===== src/hw/rtl/assert_macros.svh =====
// assertion macros shared by the rtl files
`ifndef ASSERT_MACROS_SVH
`define ASSERT_MACROS_SVH
`ifndef SYNTHESIS
// clocked check, off while reset is low
`define ASSERT_CLK(lbl, clk, rst_n, prop, msg) \
    lbl: assert property (@(posedge clk) disable iff (!rst_n) prop) else $error(msg);
// condition this cycle implies consequence next cycle
`define ASSERT_NEXT(lbl, clk, rst_n, ante, cons, msg) \
    lbl: assert property (@(posedge clk) disable iff (!rst_n) ante |=> cons) else $error(msg);
`else
`define ASSERT_CLK(lbl, clk, rst_n, prop, msg)
`define ASSERT_NEXT(lbl, clk, rst_n, ante, cons, msg)
`endif
`endif


===== src/hw/rtl/fxlms_pkg.sv =====
// shared types, constants and helper functions of the narrowband fxlms controller
`timescale 1ns / 1ps
package fxlms_pkg;

    localparam int SIG_W  = 24;           // q20 signal width
    localparam int WGT_W  = 32;           // q24 weight width
    localparam int MUL_W  = 33;           // shared multiplier operand width
    localparam int PROD_W = 2 * MUL_W;    // multiplier product width
    localparam int NRM_W  = 48;           // norm width
    localparam int DVD_W  = 63;           // dividend magnitude width
    localparam int RAT_W  = 40;           // saturated ratio width

    localparam logic [30:0] SIN_A = 31'd1686629713;
    localparam logic [30:0] SIN_B = 31'd688904866;
    localparam logic [30:0] SIN_C = 31'd76016977;

    localparam logic [38:0] RATIO_LIM = 39'h40_0000_0000;
    localparam logic signed [WGT_W-1:0] WS_RESET = 32'sd83886;

    localparam int CFG_IDX_W = 3;
    localparam logic [CFG_IDX_W-1:0] CFG_PHASE_STEP  = 3'd0;
    localparam logic [CFG_IDX_W-1:0] CFG_GOAL_AMP    = 3'd1;
    localparam logic [CFG_IDX_W-1:0] CFG_GOAL_PHASE  = 3'd2;
    localparam logic [CFG_IDX_W-1:0] CFG_STEP_SIZE   = 3'd3;
    localparam logic [CFG_IDX_W-1:0] CFG_ADAPT_START = 3'd4;

    localparam logic ACT_TICK = 1'b0;
    localparam logic ACT_LOAD = 1'b1;

    typedef struct packed {
        logic busy;
        logic done;
    } t_div_status;

    function automatic logic signed [SIG_W-1:0] sat_s24(input logic signed [63:0] v);
        if (v > 64'sd8388607) begin
            return 24'sh7FFFFF;
        end else if (v < -64'sd8388608) begin
            return 24'sh800000;
        end
        return v[SIG_W-1:0];
    endfunction

    function automatic logic signed [WGT_W-1:0] sat_s32(input logic signed [63:0] v);
        if (v > 64'sd2147483647) begin
            return 32'sh7FFFFFFF;
        end else if (v < -64'sd2147483648) begin
            return 32'sh80000000;
        end
        return v[WGT_W-1:0];
    endfunction

    // add half an lsb, then arithmetic shift
    function automatic logic signed [63:0] round_shr(input logic signed [63:0] v,
                                                     input int sh);
        logic signed [63:0] half;
        half = 64'sd1 <<< (sh - 1);
        return (v + half) >>> sh;
    endfunction

endpackage


===== src/hw/rtl/fxlms_mul.sv =====
// shared signed multiplier with registered product
`timescale 1ns / 1ps
module fxlms_mul import fxlms_pkg::*; (
    input  logic                     i_clk,
    input  logic signed [MUL_W-1:0]  i_a,
    input  logic signed [MUL_W-1:0]  i_b,
    output logic signed [PROD_W-1:0] o_prod
);

    logic signed [PROD_W-1:0] r_prod;

    always_ff @(posedge i_clk) begin
        r_prod <= i_a * i_b;
    end

    assign o_prod = r_prod;

endmodule


===== config.mk =====
export PLATFORM = sky130hd
export DESIGN_NAME = fxlms_mul
export DESIGN_NICKNAME = d
export VERILOG_FILES = /design/src/hw/rtl/assert_macros.svh /design/src/hw/rtl/fxlms_pkg.sv /design/src/hw/rtl/fxlms_mul.sv
export SDC_FILE = /design/constraint.sdc
export NUM_CORES = 2
export LEC_CHECK = 0
export ABC_AREA = 1
export BUFFER_PORTS_ARGS = -buffer_cell sky130_fd_sc_hd__clkbuf_2
export CORE_MARGIN = 5
export CORE_UTILIZATION = 43
export DETAILED_ROUTE_END_ITERATION = 8
export GPL_TIMING_DRIVEN = 0
export PLACE_DENSITY_LB_ADDON = 0.15
export SLEW_MARGIN = 10
export SYNTH_ARGS = -nofsm -noshare
export SYNTH_HDL_FRONTEND = slang
export SYNTH_SLANG_ARGS = --single-unit

===== constraint.sdc =====
create_clock -name i_clk -period 9.2 [get_ports i_clk]
set_clock_uncertainty 0.1 [all_clocks]
set_input_delay 1.84 -clock i_clk [delete_from_list [all_inputs] [get_ports i_clk]]
set_output_delay 1.84 -clock i_clk [all_outputs]
set_load 0.02 [all_outputs]

; ---- Word level (Yosys, flattened, before mapping)
; Index checks and enable logic that the tools add are counted.
[op_classes]
addsub = 0
multipliers = 1
div_mod_pow = 0
order_cmp = 0
eq_ne = 0
n_shift = 0
muxes = 0
n_bitwise = 0
reduce_logical = 0
[op_table]
columns = operator, n
row1 = $mul 33x33->66, 1
[totals]
regBits = 66
latch_bits = 0
ram_bits = 0
romBits = 0
output_inout_bits = 66
word_cells = 2
n_memories = 0

; ---- Depth between registers and ports, before layout
[logic_depth]
depth_word = 1
depth_mapped = 34

; ---- Worst setup path before layout
; OpenSTA, ideal clock, no wires.
[synth_timing]
kind = input -> register
start = input i_a[32]
end = register r_prod[60], in the netlist o_prod[60]
setup_ns = 0.113
arrival_time_ns = 8.483
path_slack_ns = 0.504
cell_stages = 23
path_cell_list = clkbuf_1 clkbuf_1 nand2_1 inv_1 fa_1 fa_1 fa_1 fa_1 inv_1 fa_1 fa_1 fa_1 fa_1 inv_1 ha_1 nand2_1 nor2_1 inv_1 nor3_1 nand2_1 and2_0 nand4_1 nand2_1
[synth_via]
elab_chain_len = 1
[synth_lines]
columns = element, line
row1 = start: declaration, fxlms_mul.sv:5  ; input logic signed [MUL_W-1:0] i_a,
row2 = $mul 33x33->66, fxlms_mul.sv:13  ; r_prod <= i_a * i_b;
row3 = end signal: assignment, fxlms_mul.sv:13
row4 = end: declaration, fxlms_mul.sv:10  ; logic signed [PROD_W-1:0] r_prod;
; Every way passes these cells.

; ---- Worst setup path in the final report
[layout_timing]
start = input i_a[3]
end = register r_prod[39], in the netlist o_prod[39]
; Same word-level chain as after synthesis.

==> flow_summary.ini <==
[grt]
antenna_found_initial = 10
grt_overflow = 0
grtUsageTotal_pct = 34.0
grt_max_degree = 15
grt_pass1_vias = 38059
grt_pass1_wl_mm = 259

[placed_design]
numPortBuffers = 67
dp.cells = 6909
hpwl_mm = 150
place_congestion = 1.03

[synthesis]
synth_top_family_by_area = adder cells
synth.distinct_cells = 35
synthMuxAreaShare_pct = 0
synth_area_sq_um = 43200
synth.avg_cell_area_sq_um = 7.79
netlist_instances = 5543
ys_async_sr_fraction_pct = 0
synth_simple_gate_area_share_pct = 16.6
synthAdderAreaFrac_pct = 59.4
ys_warn_count = 0
synth.ff_latch_count = 66
synth-compound-area-share_pct = 1.38
syn_nets = 6972
ys.flop_type = dfxtp_1
synth_edf_count = 0
yosys.area_share.xor_xnor_pct = 0.832
seq_area_frac_synth_pct = 3.06

[cells_and_area]
largest_register_ffs = 66
fillCellCount = 10418
multi_input_area_sq_um = 33800
seqCellArea_sq_um = 1320
layout_common_cells = inv_1, nand2_1, fa_1
final_common_cell = inv_1
layout-drive-gt1-share_pct = 7.23
final_cells = 6942
syn_to_final_growth_pct = 7.02
final_nets = 7064

[worst_setup_path]
worstPathBufferInverterCount = 9
crit_family = adder cells
worst_setup_path_start_kind = input port
cp_common_cell = fa_1
crit_type = input port to flop
slowest_delay_ps = 840
end_kind = flop
critPathMaxFanout = 10
cp.arrival_ps = 9220
required_ps = 9350
critical_path.slowest_cell = clkbuf_1

[sta]
relSlewSlack_pct = 17.5
timing.final.crit_period_ps = 9070
max_freq_mhz = 110
tns_ps = 0
period_share_pct = 98.6
tightest_slew_ps = 1240
setup_viol = 0
final_hold_viol_count = 0
timing_max_transition_violations_final = 0

[clocking]
numClockSinks = 66
cts_buffer_depth = 2
cts-buffers-inserted = 9
cts-root-buf = clkbuf_16
cts_max_level = 3
cts_tree = done
clk_pin_slew_ps = 50
ctsHoldBuffers = 0

[die]
pin_count = 133
chipHeight_um = 327
num_rows = 116
coreArea_sq_um = 99900
die_x_um = 327
die-area_sq_um = 107000
initial_utilization_pct = 43.2

[routing]
routed_wl_mm = 178
viasPerCell = 5.11
detail_route.wl_per_cell_um = 25.7
vias = 35483
antenna_left = 0
remaining_drc_errors = 0
drt_pass1_iterations = 6
initialDrtViolationCount = 3143

[status]
status = finished clean

[hold_path]
min_from = i_a[0]
hold_depth = 3
hp-class = input port to flop
whs_endpoint = o_prod[0]

[job]
cap_viol_max_count = 0
## metrics by stage
stage	setup slack (ps)	hold WS (ps)	area (sq um)	utilization, %
6_report	129	1990	46200	46.3
5_1_grt	-13.4	1970	46200	46.3
4_1_cts	2.09	1990	45900	46.0
3_5_place_dp	-1550	2160	45200	45.2
3_3_place_gp	-2040	2160	45100	45.2
2_1_floorplan	504	2000	43200	-
## cells by family (layout without fill, tap and decap cells)
kind of cell,count (synthesis),count (layout)
compound gates,106,106
xor+xnor,41,41
other cells,0,4
buf+inv,2158,2255
flops,66,66
fa+ha+maj,1362,1362
simple gates,1810,1810
## repair_timing
item,CTS,global route
hold endpoints to repair,0,0
buffers inserted,7,6
resized for setup,183,281
pin swaps,2,1
setup endpoints to repair,45,38
## how the worst max path moves through the flow
stage	start	end	slack [ps]	depth (start not counted)
after floorplan	i_a[32]	o_prod[60]	500	23
after global placement	i_a[32]	o_prod[57]	-2040	22
after detailed placement	i_b[11]	o_prod[57]	-1550	22
after CTS	i_a[24]	o_prod[64]	2	27
after global routing	i_a[32]	o_prod[60]	-10	29
final	i_a[3]	o_prod[39]	130	26
## worst min-delay path: cells and delay by family
family	cells	cell delay, ps
buffers and inverters	2	290
AND/OR/NAND/NOR	1	230
## synth_stat cells (all sizes together), types with 4 or more instances
library cell	number	area [sq um]
a21oi	65	340
clkbuf	262	983
dfxtp	66	1320
fa	1145	22900
ha	217	2720
inv	1895	7110
nand2	1534	5800
nand3	78	430
nand4	19	119
nor2	154	651
nor3	8	45.0
nor4	5	37.5
o21ai	23	119
o21bai	14	105
or2	6	37.5
xnor2	4	35.0
xor2	37	324
## cell type report
type | count | area share [%]
multi-input cells | 3319 | 73.3
inverters | 1895 | 15.4
well taps | 1298 | 3.52
plain buffers | 263 | 3.09
flip-flops and latches | 66 | 2.86
repair buffers | 81 | 1.11
clock buffers | 11 | 0.547
clock inverters | 5 | 0.184
diodes | 4 | 0.0217
## metal layers
| metal | vias up | GRT usage [%] | part of all wire (%) |
|---|---|---|---|
| met5 | - | 0 | 0.025 |
| met4 | 6 | 20.1 | 8.3 |
| met3 | 503 | 6.93 | 9.3 |
| met2 | 1778 | 54.1 | 44 |
| met1 | 17993 | 43.2 | 38 |
| li1 | 15203 | - | - |
Power is left out: the tool's default activity adds up to more than one toggle a clock period on the data nets, which glitch-free logic cannot reach.
