==> config.mk <==
export PLATFORM = sky130hd
export DESIGN_NAME = fxlms_div
export DESIGN_NICKNAME = d
export VERILOG_FILES = /design/src/hw/rtl/fxlms_pkg.sv /design/src/hw/rtl/fxlms_div.sv
export VERILOG_INCLUDE_DIRS = /design/src /design/src/hw/rtl
export SDC_FILE = /design/constraint.sdc
export NUM_CORES = 1
export LEC_CHECK = 0
export BUFFER_PORTS_ARGS = -buffer_cell sky130_fd_sc_hd__buf_2
export CAP_MARGIN = 10
export CORE_MARGIN = 1.5
export CORE_UTILIZATION = 44
export DETAILED_ROUTE_END_ITERATION = 16
export PLACE_DENSITY = 0.76
export RECOVER_POWER = 50
export SLEW_MARGIN = 0
export SYNTH_ARGS = -nofsm -noshare
export SYNTH_HDL_FRONTEND = slang
export SYNTH_SLANG_ARGS = --single-unit
==> constraint.sdc <==
create_clock -name i_clk -period 4.5 [get_ports i_clk]
set_input_delay 0.225 -clock i_clk [delete_from_list [all_inputs] [get_ports i_clk]]
set_output_delay 0.225 -clock i_clk [all_outputs]
set_load 0.02 [all_outputs]
==> src/hw/rtl/assert_macros.svh <==
// assertion macros shared by the rtl files
`ifndef ASSERT_MACROS_SVH
`define ASSERT_MACROS_SVH
`ifndef SYNTHESIS
// clocked check, off while reset is low
`define ASSERT_CLK(lbl, clk, rst_n, prop, msg) \
    lbl: assert property (@(posedge clk) disable iff (!rst_n) prop) else $error(msg);
// condition this cycle implies consequence next cycle
`define ASSERT_NEXT(lbl, clk, rst_n, ante, cons, msg) \
    lbl: assert property (@(posedge clk) disable iff (!rst_n) ante |=> cons) else $error(msg);
`else
`define ASSERT_CLK(lbl, clk, rst_n, prop, msg)
`define ASSERT_NEXT(lbl, clk, rst_n, ante, cons, msg)
`endif
`endif

==> src/hw/rtl/fxlms_pkg.sv <==
// shared types, constants and helper functions of the narrowband fxlms controller
`timescale 1ns / 1ps
package fxlms_pkg;

    localparam int SIG_W  = 24;           // q20 signal width
    localparam int WGT_W  = 32;           // q24 weight width
    localparam int MUL_W  = 33;           // shared multiplier operand width
    localparam int PROD_W = 2 * MUL_W;    // multiplier product width
    localparam int NRM_W  = 48;           // norm width
    localparam int DVD_W  = 63;           // dividend magnitude width
    localparam int RAT_W  = 40;           // saturated ratio width

    localparam logic [30:0] SIN_A = 31'd1686629713;
    localparam logic [30:0] SIN_B = 31'd688904866;
    localparam logic [30:0] SIN_C = 31'd76016977;

    localparam logic [38:0] RATIO_LIM = 39'h40_0000_0000;
    localparam logic signed [WGT_W-1:0] WS_RESET = 32'sd83886;

    localparam int CFG_IDX_W = 3;
    localparam logic [CFG_IDX_W-1:0] CFG_PHASE_STEP  = 3'd0;
    localparam logic [CFG_IDX_W-1:0] CFG_GOAL_AMP    = 3'd1;
    localparam logic [CFG_IDX_W-1:0] CFG_GOAL_PHASE  = 3'd2;
    localparam logic [CFG_IDX_W-1:0] CFG_STEP_SIZE   = 3'd3;
    localparam logic [CFG_IDX_W-1:0] CFG_ADAPT_START = 3'd4;

    localparam logic ACT_TICK = 1'b0;
    localparam logic ACT_LOAD = 1'b1;

    typedef struct packed {
        logic busy;
        logic done;
    } t_div_status;

    function automatic logic signed [SIG_W-1:0] sat_s24(input logic signed [63:0] v);
        if (v > 64'sd8388607) begin
            return 24'sh7FFFFF;
        end else if (v < -64'sd8388608) begin
            return 24'sh800000;
        end
        return v[SIG_W-1:0];
    endfunction

    function automatic logic signed [WGT_W-1:0] sat_s32(input logic signed [63:0] v);
        if (v > 64'sd2147483647) begin
            return 32'sh7FFFFFFF;
        end else if (v < -64'sd2147483648) begin
            return 32'sh80000000;
        end
        return v[WGT_W-1:0];
    endfunction

    // add half an lsb, then arithmetic shift
    function automatic logic signed [63:0] round_shr(input logic signed [63:0] v,
                                                     input int sh);
        logic signed [63:0] half;
        half = 64'sd1 <<< (sh - 1);
        return (v + half) >>> sh;
    endfunction

endpackage

==> src/hw/rtl/fxlms_div.sv <==
// iterative restoring divider, one quotient bit per cycle
`timescale 1ns / 1ps
`include "assert_macros.svh"
module fxlms_div import fxlms_pkg::*; (
    input  logic              i_clk,
    input  logic              i_rst_n,
    input  logic              i_start,
    input  logic [DVD_W-1:0]  i_dividend,
    input  logic [NRM_W-1:0]  i_divisor,
    output logic [DVD_W-1:0]  o_quot,
    output t_div_status       o_stat
);

    localparam int CNT_W = $clog2(DVD_W);
    localparam logic [CNT_W-1:0] LAST = CNT_W'(DVD_W - 1);

    logic             r_busy;
    logic             r_done;
    logic [CNT_W-1:0] r_cnt;
    logic [NRM_W-1:0] r_rem;
    logic [DVD_W-1:0] r_quo;
    logic [NRM_W-1:0] r_div;

    logic [NRM_W:0] trial;
    logic [NRM_W:0] diff;
    logic           ge;

    assign trial = {r_rem, r_quo[DVD_W-1]};
    assign diff  = trial - {1'b0, r_div};
    assign ge    = (trial >= {1'b0, r_div});

    always_ff @(posedge i_clk) begin
        if (!i_rst_n) begin
            r_busy <= 1'b0;
            r_done <= 1'b0;
            r_cnt  <= '0;
        end else begin
            r_done <= 1'b0;
            if (i_start) begin
                r_busy <= 1'b1;
                r_cnt  <= '0;
                r_rem  <= '0;
                r_quo  <= i_dividend;
                r_div  <= i_divisor;
            end else if (r_busy) begin
                r_rem <= ge ? diff[NRM_W-1:0] : trial[NRM_W-1:0];
                r_quo <= {r_quo[DVD_W-2:0], ge};
                if (r_cnt == LAST) begin
                    r_busy <= 1'b0;
                    r_done <= 1'b1;
                end else begin
                    r_cnt <= r_cnt + 1'b1;
                end
            end
        end
    end

    assign o_quot      = r_quo;
    assign o_stat.busy = r_busy;
    assign o_stat.done = r_done;

    `ASSERT_CLK(a_div_no_restart, i_clk, i_rst_n, i_start |-> !r_busy, "start while busy")
    `ASSERT_CLK(a_div_done_end, i_clk, i_rst_n, r_done |-> (!r_busy && $past(r_busy)), "stray done")
    `ASSERT_NEXT(a_div_run, i_clk, i_rst_n, r_busy && (r_cnt != LAST) && !i_start, r_busy, "divider stopped early")

endmodule

# --- Word-level counts from Yosys, hierarchy flattened ---
# Index checks and enable logic that the tools add are counted.
totals:
  reg_bits: 167
  inputBits: 114
  out_inout_bits: 65
  elab_cells: 27
op_classes:
  n_eq_ne: 1
  bitwise_logic: 3
  add_sub_neg: 2
  n_lt_le_gt_ge: 1
  n_mux: 8
  reduce_logical: 6
ops:
  columns: ["op", "count"]
  rows:
  - ["63-bit 2-to-1 mux", 2]
  - ["48-bit 2-to-1 mux", 2]
  - ["49-bit by 48-bit greater-or-equal comparator with 1-bit output", 1]
  - ["48-bit subtractor", 1]
  - ["6-bit by 1-bit adder with 6-bit output (second input constant)", 1]
  - ["6-bit equality test (second input constant)", 1]
  - ["2-bit AND reduction", 3]
  - ["1-bit 2-to-1 mux", 4]
  - ["1-bit inverter", 3]
  - ["3-bit OR reduction", 1]
  - ["2-bit nonzero test", 1]
  - ["2-bit OR reduction", 1]

# --- Depth between registers and ports, before layout ---
logic_depth:
  depth_word: 4
  mapped_depth: 14
  ltp_nobuf: 12

# --- Least setup slack after synthesis ---
# Ideal clock, no wire load.
synth_path:
  path_kind: "input port to flip-flop"
  startpoint: "in i_start"
  endpoint: "reg r_quo[0] (netlist: o_quot[0]) (enable)"
  t_arrival_ps: 3341
  slack_ps: 680
  required_time_ps: 4021
  path_stages: 3
  path_buffers: 2
  setup_ps: 479
  path_cell_list: "clkbuf_1 -> buf_1 -> o21a_1"
synth_via:
  elab_chain_len: 2
synth_lines:
  columns: ["element", "line_no", "source"]
  rows:
  - ["start: declaration", "fxlms_div.sv:7", "input logic i_start,"]
  - ["2-bit nonzero test (no source line)", null, null]
  - ["2-bit AND reduction (no source line)", null, null]
  - ["end signal: assignment", "fxlms_div.sv:43", "r_quo <= i_dividend;"]
  - ["end signal: assignment", "fxlms_div.sv:47", "r_quo <= {r_quo[DVD_W-2:0], ge};"]
  - ["end: declaration", "fxlms_div.sv:21", "logic [DVD_W-1:0] r_quo;"]
# No other way between the ends.
# A chain may end at the register's enable or synchronous reset.

# --- Worst setup path in the final report ---
layout_path:
  startpoint: "reg r_rem[13]"
  endpoint: "reg r_rem[35] (data pin)"
layout_via:
  elab_chain_len: 3
layout_lines:
  columns: ["element", "line_no", "source"]
  rows:
  - ["start: declaration", "fxlms_div.sv:20", "logic [NRM_W-1:0] r_rem;"]
  - ["start signal: assignment", "fxlms_div.sv:46", "r_rem <= ge ? diff[NRM_W-1:0] : trial[NRM_W-1:0];"]
  - ["48-bit subtractor or 49-bit by 48-bit greater-or-equal comparator with 1-bit output (tied branches)", "fxlms_div.sv:29, fxlms_div.sv:30", null]
  - ["48-bit 2-to-1 mux *", "fxlms_div.sv:46", null]
  - ["48-bit 2-to-1 mux *", "fxlms_div.sv:45", "end else if (r_busy) begin"]
# Every way passes the cells marked *; elsewhere a longest branch is shown, timed or not. The select of a mux whose other input is x is not followed.

==> results.sh <==
export IMPL_outcome="finished, violations left"
export IMPL_violations="max-capacitance violations, max-slew violations"
export IMPL_grt_ovfl_total=0
export IMPL_clock_sinks=167
export IMPL_grt_max_degree=79
export IMPL_clock_skew_ns=0.0196
export IMPL_power_density_mw_per_mm2=389
export IMPL_antenna_cells=0
export IMPL_cts_tree="built"
export IMPL_slew_headroom_pct=-57.5
export IMPL_vdd_ir_drop_worst_mv=0.254
export IMPL_async_flop_share_pct=0
export IMPL_regArea_mm2=0.00493
export IMPL_drc=0
export IMPL_cap_viol_max_count=1
export IMPL_wl_met1_um=10000
export IMPL_num_rows=53
export IMPL_cts_setup_buffers=0
export IMPL_drt_wl_total_um=23000
export IMPL_layout_nets=1254
export IMPL_cts_made_buffers=17
export IMPL_ys_ff_latch=167
export IMPL_min_path_cells=2
export IMPL_ant_nets=0
export IMPL_clk_pin_slew_ns=0.07
export IMPL_viasPerCell=5.47
export IMPL_power_leakage_nw=4.68
export IMPL_root_buffer="clkbuf_16"
export IMPL_hold_viol=0
export IMPL_rsz0062_at_grt="false"
export IMPL_setup_viol=0
export IMPL_core_area_mm2=0.0213
export IMPL_vias=7527
export IMPL_synthDistinctLibCells=65
export IMPL_clkLatencyLatePin_ns=0.44
export IMPL_fp_dieH_um=151
export IMPL_drtPass1Iterations=5
export IMPL_drt_iter0_drc=349
export IMPL_htree_levels=4
export IMPL_critical_path_endpoint_type="flip-flop"
export IMPL_io_pins=179
export IMPL_dp_hpwl_um=16400
export IMPL_critPathArrivalTime_ns=3.70
export IMPL_antenna_found_initial=1
export IMPL_multi_input_area_mm2=0.00427
export IMPL_fmax_ghz=0.284
export IMPL_initial_core_util_pct=45.3
export IMPL_critical_path_class="reg2reg"
export IMPL_post_route_period_util_pct=78.1
export IMPL_wl_met3_um=1490
export IMPL_synth_edf_count=159
export IMPL_r2r_cells=11
export IMPL_final_cell_area_mm2=0.0117
export IMPL_grt_pass1_vias=7521
export IMPL_syn_num_nets=1043
export IMPL_synth_top_flop_cell="edfxtp_1"
export IMPL_syn_inst=878
export IMPL_avgSynthCellArea_um2=11.0
export IMPL_tightest_slew_ns=2.36
export IMPL_dr_max_layer_used="met5"
export IMPL_postPlaceCellArea_mm2=0.0107
export IMPL_min_period_ns=3.52
export IMPL_min_path_type="in2reg"
export IMPL_chipWidth_um=151
export IMPL_gp_congestion=0.862
export IMPL_grt_pass1_wl_um=37100
export IMPL_drive_above_1_share_pct=19.9
export IMPL_yosysSeqAreaShare_pct=51.2
export IMPL_cts_path_max_buffers=2
export IMPL_area_growth_pct=21.7
export IMPL_setup_tns_final_ns=0
export IMPL_syn_area_mm2=0.00964
export IMPL_crit_path_max_fanout=17
export IMPL_track_usage_pct=20.9
export IMPL_start_kind="flip-flop"
export IMPL_ys_warnings_count=0
export IMPL_required_ns=4.69
export IMPL_nFillCells=1865
export IMPL_post_drt_wl_per_cell_um=16.7
export IMPL_port_buffers=178
export IMPL_dieArea_mm2=0.0228
export IMPL_wl_met2_um=11100
export IMPL_slew_violations=45
## routing by layer
metal	track usage (%)	vias to the layer above
li1	-	3664
met1	26.7	3568
met2	34.7	261
met3	5.51	32
met4	6.17	2
met5	0	-
## cell usage in the layout, fill, tap and decap left out, types with 22 or more instances in the layout
cell / count
ha_1: 50
dlygate4sd3_1: 48
xnor2_1: 22
a21oi_1: 80
o21ai_0: 31
nor2_1: 80
mux2_2: 62
clkbuf_1: 73
inv_1: 61
nand2_1: 61
edfxtp_1: 159
buf_2: 106
## cell families after synthesis
kind of cell	count (synthesis)	share of synthesized area (%)
buffers and inverters	103	4.75
DFF	167	51.2
AOI/OAI and AO/OA	208	13.7
xor gates and xnor gates	39	3.54
adders and majority gates	51	6.70
and+or+nand+nor	240	12.0
muxes	70	8.07
## report_power, final
| part | internal, mW | total (mW) | leakage, nW | switching, mW |
|---|---|---|---|---|
| Sequential | 1.86 | 1.92 | 1.59 | 0.0599 |
| Combinational | 0.482 | 1.16 | 2.80 | 0.682 |
| Clock | 0.755 | 1.48 | 0.294 | 0.724 |
| Total | 3.10 | 4.57 | 4.68 | 1.47 |
## worst paths after layout
check | startpoint | to | slack [ns]
hold / removal | i_rst_n | r_busy | 0.05
hold reg to reg | r_cnt[4] | r_cnt[4] | 0.52
setup / recovery | r_rem[13] | r_rem[35] | 0.98
setup reg to reg | r_rem[13] | r_rem[35] | 0.98
## registers in the layout, indices dropped and copies added (netlist names)
| signal | flops |
|---|---|
| r_div | 48 |
| r_rem | 48 |
| r_done | 1 |
| r_cnt | 6 |
| o_quot | 63 |
| r_busy | 1 |
## stage by stage
stage          util (%)  setup WS [ns]  power [mW]  hold WS (ns)  instances
2_1_floorplan         -          0.680        2.81         0.324        878
3_3_place_gp       50.4           1.15        3.06         0.403       1297
3_5_place_dp       50.4           1.02        3.08         0.403       1297
4_1_cts            55.6           1.01        4.61        0.0333       1377
5_1_grt            55.1          0.784        4.79        0.0490       1377
6_report           55.1          0.985        4.57        0.0497       1377
## final cells by class
type	count	area share [%]
inverter	61	1.95
tap	275	2.93
clock inverter	14	1.54
multi-input combinational	608	36.3
clock buffer	18	3.66
timing repair buffer	234	11.5
sequential	167	42.0
## cell usage after synthesis, types with 4 or more instances
master    number  share of area [%]
xnor2_1       22                2.0
mux2_2        62                7.2
buf_1          5               0.19
dfxtp_1        8                1.7
nor2b_1        8               0.52
edfxtp_1     159                 50
nand2_1       61                2.4
inv_1         61                2.4
xor2_1        17                1.5
o21ai_0       31                1.6
o21a_1        11               0.86
ha_1          50                6.5
o211ai_1       4               0.31
a21oi_1       80                4.2
nor3_1        13               0.67
mux2i_1        8               0.83
buf_2          6               0.31
and3_1        12               0.78
clkbuf_1      19               0.74
a31oi_1       10               0.65
buf_6          5               0.58
o21bai_1       9               0.70
a21boi_0       4               0.31
a211oi_1      11               0.86
a21o_1        16                1.2
nand4_1       16                1.0
and2_1         8               0.52
nor3b_1        4               0.31
buf_4          7               0.55
nand3_1       17               0.88
nor2_1        80                3.1
## timing repair
action | CTS | global route
resized for setup | 0 | 0
hold buffers | 48 | 0
hold endpoints to repair | 48 | 0
## worst max-delay path, cell delays in order (launching register included)
cell	delay, ns
edfxtp_1	0.40
ha_1	0.40
a21o_1	0.22
a21o_1	0.17
a221o_1	0.38
a21o_1	0.21
nand4bb_1	0.29
a21oi_1	0.28
o21ai_1	0.18
buf_4	0.25
and4_1	0.21
a311o_1	0.27
Note: power is estimated with default switching activity, not from simulation.
